`config.mk`:
```
export PLATFORM = sky130hd
export DESIGN_NAME = ac_frame_checksum_validator_flat
export DESIGN_NICKNAME = d
export VERILOG_FILES = /design/src/hw/rtl/acfcv_pkg.sv /design/src/hw/rtl/acfcv_channel_if.sv /design/src/hw/rtl/acfcv_step.sv /design/src/hw/rtl/ac_frame_checksum_validator.sv /design/src/flat_wrapper.sv
export SDC_FILE = /design/constraint.sdc
export NUM_CORES = 1
export LEC_CHECK = 0
export ABC_CLOCK_PERIOD_IN_PS = 3850
export BUFFER_PORTS_ARGS = -buffer_cell sky130_fd_sc_hd__buf_2
export CAP_MARGIN = 40
export CORE_MARGIN = 2
export CORE_UTILIZATION = 44
export DETAILED_ROUTE_END_ITERATION = 7
export SLEW_MARGIN = 25
export SYNTH_ARGS = -nofsm -noshare
export SYNTH_HDL_FRONTEND = slang
export SYNTH_SLANG_ARGS = --single-unit
export TNS_END_PERCENT = 50
```
`constraint.sdc`:
```
create_clock -name clock -period 3.85 [get_ports clock]
set_clock_uncertainty 0.2 [all_clocks]
set_input_delay 0.5775 -clock clock [delete_from_list [all_inputs] [get_ports clock]]
set_output_delay 0.5775 -clock clock [all_outputs]
set_load 0.005 [all_outputs]
```
`src/hw/rtl/acfcv_pkg.sv`:
```
`timescale 1ns / 1ps
`default_nettype none
// ---------------------------------------------------------------------------
// acfcv_pkg
// Shared types and constants of the frame checksum validator.
// ---------------------------------------------------------------------------
package acfcv_pkg;

   localparam int SHORT_LENGTH         = 20;
   localparam int LONG_LENGTH          = 33;
   localparam int SHORT_CHECK_POSITION = 18;
   localparam int LONG_CHECK_POSITION  = 32;

   localparam int POS_W = 6;
   localparam int SUM_W = 16;

   localparam logic [POS_W-1:0] POS_MAX        = '1;
   localparam logic [POS_W-1:0] SHORT_LAST     = POS_W'(SHORT_LENGTH - 1);
   localparam logic [POS_W-1:0] LONG_LAST      = POS_W'(LONG_LENGTH - 1);
   localparam logic [POS_W-1:0] SHORT_CHK_HI   = POS_W'(SHORT_CHECK_POSITION);
   localparam logic [POS_W-1:0] SHORT_CHK_LO   = POS_W'(SHORT_CHECK_POSITION + 1);
   localparam logic [POS_W-1:0] LONG_CHK       = POS_W'(LONG_CHECK_POSITION);
   localparam logic [POS_W-1:0] SIG_LAST       = POS_W'(2);

   // signature bytes; bit 0 of the first byte is don't-care
   localparam logic [7:0] SIG0_MASK  = 8'hfe;
   localparam logic [7:0] SIG0_VALUE = 8'h6c;
   localparam logic [7:0] SIG1_VALUE = 8'h80;
   localparam logic [7:0] SIG2_VALUE = 8'h04;

   typedef logic [1:0] status_type;
   localparam status_type STATUS_OK        = 2'd0;
   localparam status_type STATUS_BAD_SIG   = 2'd1;
   localparam status_type STATUS_BAD_SHORT = 2'd2;
   localparam status_type STATUS_BAD_LONG  = 2'd3;

   typedef struct packed {
      logic [POS_W-1:0] byte_position;
      logic [SUM_W-1:0] running_sum;
      logic             signature_bad;
      status_type       first_error;
      logic             long_mode;
      logic [7:0]       held_high_checksum;
   } frame_state_type;

endpackage : acfcv_pkg
`default_nettype wire

```
`src/hw/rtl/acfcv_channel_if.sv`:
```
`timescale 1ns / 1ps
`default_nettype none
// ---------------------------------------------------------------------------
// acfcv_req_if / acfcv_rsp_if
// Valid/ready channels carrying frame bytes in and status beats out.
// ---------------------------------------------------------------------------
interface acfcv_req_if;
   logic       valid;
   logic       ready;
   logic [7:0] data_byte;
   logic       frame_start;
   logic       long_frame;

   modport source (output valid, output data_byte, output frame_start,
                   output long_frame, input ready);
   modport sink   (input valid, input data_byte, input frame_start,
                   input long_frame, output ready);
endinterface : acfcv_req_if

interface acfcv_rsp_if;
   logic       valid;
   logic       ready;
   logic [1:0] status;

   modport source (output valid, output status, input ready);
   modport sink   (input valid, input status, output ready);
endinterface : acfcv_rsp_if
`default_nettype wire

```
`src/hw/rtl/acfcv_step.sv`:
```
`timescale 1ns / 1ps
`default_nettype none
// ---------------------------------------------------------------------------
// acfcv_step
// Next-state logic for one frame byte: signature check, short and long
// checksum compares, running sum and position update, end-of-frame detect.
// ---------------------------------------------------------------------------
module acfcv_step
   import acfcv_pkg::*;
(
   input  var frame_state_type cur_state,
   input  var logic [7:0]      data_byte,
   input  var logic            frame_start,
   input  var logic            long_frame,
   output frame_state_type     nxt_state,
   output logic                frame_done,
   output status_type          status
);

   frame_state_type  base;
   logic             sig_ok;
   logic [SUM_W-1:0] byte_ext;
   logic [SUM_W-1:0] held_ext;
   logic [POS_W-1:0] last_pos;

   always_comb begin
      // a start beat restarts the frame before this byte is judged
      base = cur_state;
      if (frame_start) begin
         base.byte_position      = '0;
         base.running_sum        = '0;
         base.signature_bad      = 1'b0;
         base.first_error        = STATUS_OK;
         base.held_high_checksum = '0;
         base.long_mode          = long_frame;
      end

      byte_ext = {8'h00, data_byte};
      held_ext = {8'h00, base.held_high_checksum};

      case (base.byte_position)
         '0:      sig_ok = (data_byte & SIG0_MASK) == SIG0_VALUE;
         POS_W'(1): sig_ok = data_byte == SIG1_VALUE;
         default: sig_ok = data_byte == SIG2_VALUE;
      endcase

      nxt_state = base;
      if (base.byte_position <= SIG_LAST && !sig_ok) begin
         nxt_state.signature_bad = 1'b1;
      end

      if (base.byte_position == SHORT_CHK_HI) begin
         nxt_state.held_high_checksum = data_byte;
      end else if (base.byte_position == SHORT_CHK_LO) begin
         if (nxt_state.first_error == STATUS_OK) begin
            if (nxt_state.signature_bad) begin
               nxt_state.first_error = STATUS_BAD_SIG;
            end else if (base.held_high_checksum != base.running_sum[15:8] ||
                         data_byte != base.running_sum[7:0]) begin
               nxt_state.first_error = STATUS_BAD_SHORT;
            end
         end
         nxt_state.running_sum = base.running_sum + held_ext + byte_ext;
      end else if (base.byte_position == LONG_CHK) begin
         if (data_byte != base.running_sum[7:0] &&
             nxt_state.first_error == STATUS_OK) begin
            nxt_state.first_error = STATUS_BAD_LONG;
         end
      end else begin
         nxt_state.running_sum = base.running_sum + byte_ext;
      end

      // position saturates past the frame end
      if (base.byte_position != POS_MAX) begin
         nxt_state.byte_position = base.byte_position + POS_W'(1);
      end

      last_pos   = base.long_mode ? LONG_LAST : SHORT_LAST;
      frame_done = base.byte_position == last_pos;
      status     = nxt_state.first_error;
   end

endmodule : acfcv_step
`default_nettype wire

```
`src/hw/rtl/ac_frame_checksum_validator.sv`:
```
`timescale 1ns / 1ps
`default_nettype none
// ---------------------------------------------------------------------------
// ac_frame_checksum_validator
// Checks signature and checksums of short and long serial frames.
// ---------------------------------------------------------------------------
// One byte beat is taken every clock cycle while the input is not stalled.
// The byte is judged against the frame state registers by a single
// add-and-compare path and the state is updated at the same edge; on the
// frame's last byte a status beat is loaded into the output register.
// The output register lets the next byte in while a status beat waits, so
// the input stalls only when a status beat is pending and the sink holds
// off. Bytes seen before any frame start belong to a short frame begun at
// reset; bytes past the frame end give no status.
// ---------------------------------------------------------------------------
module ac_frame_checksum_validator
   import acfcv_pkg::*;
(
   input  var logic        clock,
   input  var logic        reset,
   acfcv_req_if.sink       req_bus,
   acfcv_rsp_if.source     rsp_bus
);

   frame_state_type state_ff, state_in;
   logic            rsp_valid_ff, rsp_valid_in;
   status_type      rsp_status_ff, rsp_status_in;
   logic            frame_done;
   status_type      status;
   logic            req_beat;

   acfcv_step u_step (
      .cur_state   (state_ff),
      .data_byte   (req_bus.data_byte),
      .frame_start (req_bus.frame_start),
      .long_frame  (req_bus.long_frame),
      .nxt_state   (state_in),
      .frame_done  (frame_done),
      .status      (status)
   );

   assign req_bus.ready  = !rsp_valid_ff || rsp_bus.ready;
   assign req_beat       = req_bus.valid && req_bus.ready;
   assign rsp_bus.valid  = rsp_valid_ff;
   assign rsp_bus.status = rsp_status_ff;

   always_comb begin
      rsp_valid_in  = rsp_valid_ff && !rsp_bus.ready;
      rsp_status_in = rsp_status_ff;
      if (req_beat && frame_done) begin
         rsp_valid_in  = 1'b1;
         rsp_status_in = status;
      end
   end

   always_ff @(posedge clock) begin
      if (reset) begin
         state_ff     <= '0;
         rsp_valid_ff <= 1'b0;
      end else begin
         if (req_beat) begin
            state_ff <= state_in;
         end
         rsp_valid_ff <= rsp_valid_in;
      end
   end

   always_ff @(posedge clock) begin
      rsp_status_ff <= rsp_status_in;
   end

endmodule : ac_frame_checksum_validator
`default_nettype wire
```
`src/flat_wrapper.sv`:
```
// flat-port wrapper written by rule: the top's interface ports become plain ports
module ac_frame_checksum_validator_flat import acfcv_pkg::*;
  (clock, reset, req_bus_valid, req_bus_data_byte, req_bus_frame_start, req_bus_long_frame, req_bus_ready, rsp_bus_valid, rsp_bus_status, rsp_bus_ready);
  acfcv_req_if req_bus_i ();
  acfcv_rsp_if rsp_bus_i ();
  input  var logic clock;
  input  var logic reset;
  input wire logic [$bits(req_bus_i.valid)-1:0] req_bus_valid;
  input wire logic [$bits(req_bus_i.data_byte)-1:0] req_bus_data_byte;
  input wire logic [$bits(req_bus_i.frame_start)-1:0] req_bus_frame_start;
  input wire logic [$bits(req_bus_i.long_frame)-1:0] req_bus_long_frame;
  output wire logic [$bits(req_bus_i.ready)-1:0] req_bus_ready;
  output wire logic [$bits(rsp_bus_i.valid)-1:0] rsp_bus_valid;
  output wire logic [$bits(rsp_bus_i.status)-1:0] rsp_bus_status;
  input wire logic [$bits(rsp_bus_i.ready)-1:0] rsp_bus_ready;
  assign req_bus_i.valid = req_bus_valid;
  assign req_bus_i.data_byte = req_bus_data_byte;
  assign req_bus_i.frame_start = req_bus_frame_start;
  assign req_bus_i.long_frame = req_bus_long_frame;
  assign req_bus_ready = req_bus_i.ready;
  assign rsp_bus_valid = rsp_bus_i.valid;
  assign rsp_bus_status = rsp_bus_i.status;
  assign rsp_bus_i.ready = rsp_bus_ready;
  ac_frame_checksum_validator u_core (.clock(clock), .reset(reset), .req_bus(req_bus_i), .rsp_bus(rsp_bus_i));
endmodule
```
Word level (Yosys, flattened, before mapping)
Index checks and enable logic that the tools add are counted.
{"block": "classes", "reduce_logical": 12, "magnitude_cmp": 1, "eq_ne": 11, "mux": 17, "add_sub_neg": 4}
{"op": "16-bit by 8-bit adder with 16-bit output", "n": 3}
{"op": "16-bit two-way mux", "n": 3}
{"op": "34-bit two-way mux", "n": 1}
{"op": "8-bit != test", "n": 2}
{"op": "2-bit two-way mux", "n": 7}
{"op": "6-bit by 5-bit == test with 1-bit output (second input constant)", "n": 2}
{"op": "6-bit two-way mux", "n": 2}
{"op": "8-bit by 3-bit == test with 1-bit output (second input constant)", "n": 1}
{"op": "8-bit == test (second input constant)", "n": 1}
{"op": "8-bit two-way mux", "n": 1}
{"op": "7-bit by 6-bit == test with 1-bit output (second input constant)", "n": 1}
{"op": "6-bit by 1-bit adder with 6-bit output (second input constant)", "n": 1}
{"op": "6-bit by 1-bit == test with 1-bit output (second input constant)", "n": 1}
{"op": "6-bit == test", "n": 1}
{"op": "6-bit == test (second input constant)", "n": 1}
{"op": "6-bit by 2-bit less-or-equal comparator with 1-bit output (second input constant)", "n": 1}
{"op": "6-bit zero test", "n": 1}
{"op": "6-bit != test (second input constant)", "n": 1}
{"op": "1-bit logical AND", "n": 5}
{"op": "1-bit zero test", "n": 3}
{"op": "2-bit zero test", "n": 1}
{"op": "1-bit logical OR", "n": 2}
{"op": "1-bit two-way mux", "n": 2}
{"op": "1-bit one-hot mux with 2 select lines", "n": 1}
{"block": "word_totals", "out_inout_bits": 4, "inputBits": 14, "regBits": 37, "wordCells": 53}

Logic depth before layout (Yosys ltp)
{"block": "logic_depth", "word_depth": 10, "depth_mapped": 15, "depth_no_buf": 13}

Cells and area by module
Synthesis repeated with hierarchy kept, for this count alone.
{"block": "unflattened", "hier_cells": 441, "area_unflattened_um2": 3798.6}
{"module": "acfcv_step", "area_each_um2": 2065.7, "cells_per_inst": 278, "n_inst": 1, "seq_area_each_um2": 0.0}
{"module": "ac_frame_checksum_validator", "area_each_um2": 1732.9, "cells_per_inst": 163, "n_inst": 1, "seq_area_each_um2": 760.7}

Least setup slack after synthesis
No wires, ideal clock.
{"block": "synth_timing", "path_kind": "input port to flip-flop", "start": "in req_bus_frame_start", "end": "reg u_core.state_ff[23] (netlist bit)", "required_time_ns": 3.534, "path_stages": 14, "arrival_ns": 3.252, "setup_slack_ns": 0.282, "setup_ns": 0.116, "n_path_buf": 3, "path_cell_list": "buf_6 > buf_6 > clkbuf_1 > nor2b_1 > fa_1 > ha_1 > inv_1 > fa_1 > nor2b_1 > o31a_1 > o311ai_2 > o22ai_2 > a311oi_1 > a41o_2"}
{"block": "synth_between", "elab_chain_len": 5, "word_cells_on_any_way": 10, "cone_classes": "3 x add/sub; 3 x eq/ne; 4 x mux"}
{"item": "from (decl)", "line_no": "flat_wrapper.sv:10", "source": "input wire logic [$bits(req_bus_i.frame_start)-1:0] req_bus_frame_start;"}
{"item": "34-bit two-way mux (*)", "line_no": "acfcv_step.sv:29", "source": "if (frame_start) begin"}
{"item": "16-bit by 8-bit adder with 16-bit output, or another cell as far along", "line_no": "acfcv_step.sv:63", "source": "nxt_state.running_sum = base.running_sum + held_ext + byte_ext;"}
{"item": "16-bit by 8-bit adder with 16-bit output / 16-bit two-way mux (equally long branches)", "line_no": "acfcv_step.sv:63, acfcv_step.sv:64"}
{"item": "16-bit two-way mux", "line_no": "acfcv_step.sv:54", "source": "end else if (base.byte_position == SHORT_CHK_LO) begin"}
{"item": "16-bit two-way mux (*)", "line_no": "acfcv_step.sv:52", "source": "if (base.byte_position == SHORT_CHK_HI) begin"}
{"item": "to (signal assigned)", "line_no": "ac_frame_checksum_validator.sv:62", "source": "state_ff <= state_in;"}
{"item": "to (decl)", "line_no": "ac_frame_checksum_validator.sv:25", "source": "frame_state_type state_ff, state_in;"}
Mark *: on every way between the ends. The rest lies on a longest branch, timed or not.
A chain may end at the register's enable or synchronous reset.

Worst setup path in the final report
Ends and elaborated chain as after synthesis.

==> results.cfg <==
[worst_setup_path]
rr_endpoint = u_core.state_ff[23]
r2r_slack_ns = 0.70
r2r_cells = 10
required_ns = 3.84
slowest_stage = fa_1
path_class = in2reg
path_cells = buf_2 > inv_1 > nand2_1 > inv_1 > fa_1 > ha_1 > inv_1 > fa_1 > nor2b_1 > o31a_1 > o311ai_2 > o22ai_2 > a311oi_1 > a41o_2
cpMostUsedCell = inv_1
worstPathMaxFanout = 10
start_kind = input pin
max_stage_delay_ns = 0.49
arrival_ns = 3.39
worstReg2RegStart = u_core.state_ff[2]
cp-end-kind = flop

[clocking]
cts_buffer_depth = 2
cts_root_buffer = clkbuf_8
cts_hold_buf = 0
cts_tree = done
ctsResizeCount = 0
postCtsSetupBuffers = 0
clock-sinks = 37
htreeDepth = 2
path_clk_slew_ns = 0.08
numCtsBuffers = 5
clock_latency_ns = 0.30

[die]
die_y_um = 88.5
start_util_pct = 45.7
rows = 30
die_w_um = 88.5
die-area_um2 = 7830
core-area_um2 = 6870
io_pins = 18

[min_path]
hp-class = reg2reg
hold_start = u_core.state_ff[13]
holdPathEnd = u_core.state_ff[13]
hold_depth = 2

[placed_design]
place.gp.congestion = 0.889
place_inst = 480
place_area_um2 = 3290
pre_cts_ws_ns = 0.167
hpwl_mm = 6.56
portBuffers = 17

[yosys]
syn-num-nets = 418
yosysSeqAreaShare_pct = 24.2
yosys_warnings = 0
yosysTopAreaCell = dfxtp_1
async_reset_ff_share_pct = 0
yosysTopAreaCellShare_pct = 22.3
synth-edff-count = 2
netlist_top_cells_area = dfxtp_1, ha_1, fa_1
synth.ff_latch_count = 37
synth_ff_type = dfxtp_1
ys_types = 73
syn_inst = 374
syn_area_um2 = 3140
synth_area_per_cell_um2 = 8.40

[sta]
slew_viol_final = 0
fmax_ghz = 0.295
tightest_slew_ns = 0.620
fin_tns_setup_ns = 0
setup_slack_ns = 0.455
period_share_pct = 88.2
hold_violations = 0
rsz0062_at_grt = false
fin_crit_ns = 3.39
setup_viol = 0
whs_ns = 0.256
timing.slew.headroom_pct = 58.4

[detailed_routing]
drc = 0
drtIter0Drc = 213
wl_mm = 8.62
drtAntennaViolNets = 0
vias = 2910
wl_per_cell_um = 17.7
dr.pass1.iters = 5
via_per_inst = 5.96

[grt]
grt_antenna_before_repair = 0
grt_max_degree = 40
grt_overflow = 0
grt_pass1_wl_mm = 14.0
grt_pass1_vias = 2667
grt.total_usage_pct = 23.4

[finish]
diodes = 0
final_cells = 488
drive_above_1_share_pct = 13.8
area_growth_pct = 7.53
nFillCells = 663
nNetsFinal = 435
stdcell_area_um2 = 3380
final_util_pct = 49.2

[outcome]
status = finished clean

[pwr]
peakVddDrop_uv = 156
p_leak_nw = 1.40
power_uw = 880
cellPowerDensity_nw_per_um2 = 260

[run]
cap_violations = 0
## synthesized netlist by cell type (3+ instances only)
master and n:
a21o_1 4, a21oi_1 27, xor2_1 8, a211o_1 3, o21bai_1 3, buf_6 3
nor4_1 5, xnor2_1 8, nand2b_1 3, nand2_1 25, a22oi_1 11, nand3_1 15
nand4_1 9, and3_1 4, o211ai_1 4, nor3_1 7, clkbuf_8 3, nor2_1 30
inv_1 22, o21ai_1 3, a311oi_1 5, clkbuf_1 7, a211oi_1 5, o22ai_1 7
o21ai_0 9, fa_1 10, ha_1 20, nor2b_1 19, dfxtp_1 35
## cells by family (layout without fill, tap and decap cells)
logic type               Yosys count  in the layout  share of synthesized area [%]
AO/OA/AOI/OAI                    109            109                           24.9
XOR/XNOR                          16             16                           4.46
adder cells (fa/ha/maj)           30             30                           14.3
buffers and inverters             39             57                           6.65
flip-flops                        37             37                           24.2
multiplexers                       2              2                          0.677
AND/OR/NAND/NOR                  141            141                           24.8
## layout make-up
class | instances | area (um2) | share of cell area, %
clock inverter | 3 | 17.5 | 0.519
multi-input combinational | 298 | 2170 | 64.3
inverter | 23 | 86.3 | 2.56
clock buffer | 5 | 68.8 | 2.04
sequential | 37 | 761 | 22.5
tap | 96 | 120 | 3.56
timing repair buffer | 26 | 153 | 4.52
## layout by cell type (no fill, tap or decap), types with 3 or more instances in the layout
cell type and instances:
nor3_1 7, nand2_1 25, nand3_1 15, o22ai_1 7, dfxtp_1 35, a311oi_1 5, nand4_1 9, o211ai_1 4
ha_1 20, o21ai_1 3, clkbuf_8 5, inv_1 22, a211o_1 3, fa_1 10, nand2b_1 3, a21o_1 4
and3_1 4, o21ai_0 9, nor2b_1 19, a211oi_1 5, buf_2 17, nor4_1 5, a21oi_1 27, xnor2_1 8
a22oi_1 11, nor2_1 30, buf_4 9, xor2_1 8, o21bai_1 3
## per-layer routing
layer	GRT usage, %	routed length (um)
met3	3.17	426
met5	0	0
met4	4.55	104
met1	34.6	4050
met2	36.6	4050
## worst max-delay path: cells and delay by family
| family | cells | cell delay [ns] |
|---|---|---|
| buf+inv | 4 | 0.44 |
| simple gates | 2 | 0.31 |
| compound gates | 5 | 1.01 |
| fa+ha+maj | 3 | 1.04 |
## flip-flops by register name (all words and copies together) (netlist names)
signal                 cells
u_core.rsp_bus.valid       1
u_core.rsp_bus.status      2
u_core.state_ff           34
## how the worst max path moves through the flow
stage	start	end	cells past startpoint
after floorplan	req_bus_frame_start	u_core.state_ff[23]	14
after global placement	req_bus_frame_start	u_core.state_ff[23]	14
after detailed placement	req_bus_frame_start	u_core.state_ff[23]	14
after CTS	req_bus_frame_start	u_core.state_ff[23]	14
after global routing	req_bus_frame_start	u_core.state_ff[23]	14
final	req_bus_frame_start	u_core.state_ff[23]	14
## power by group
group,leakage (nW),internal [mW],switching [mW],total [mW]
combinational,1.05,0.0762,0.119,0.195
sequential,0.303,0.396,0.00662,0.403
clock,0.0439,0.125,0.157,0.282
total,1.40,0.598,0.282,0.880
Power figures use the tool's default switching activity.
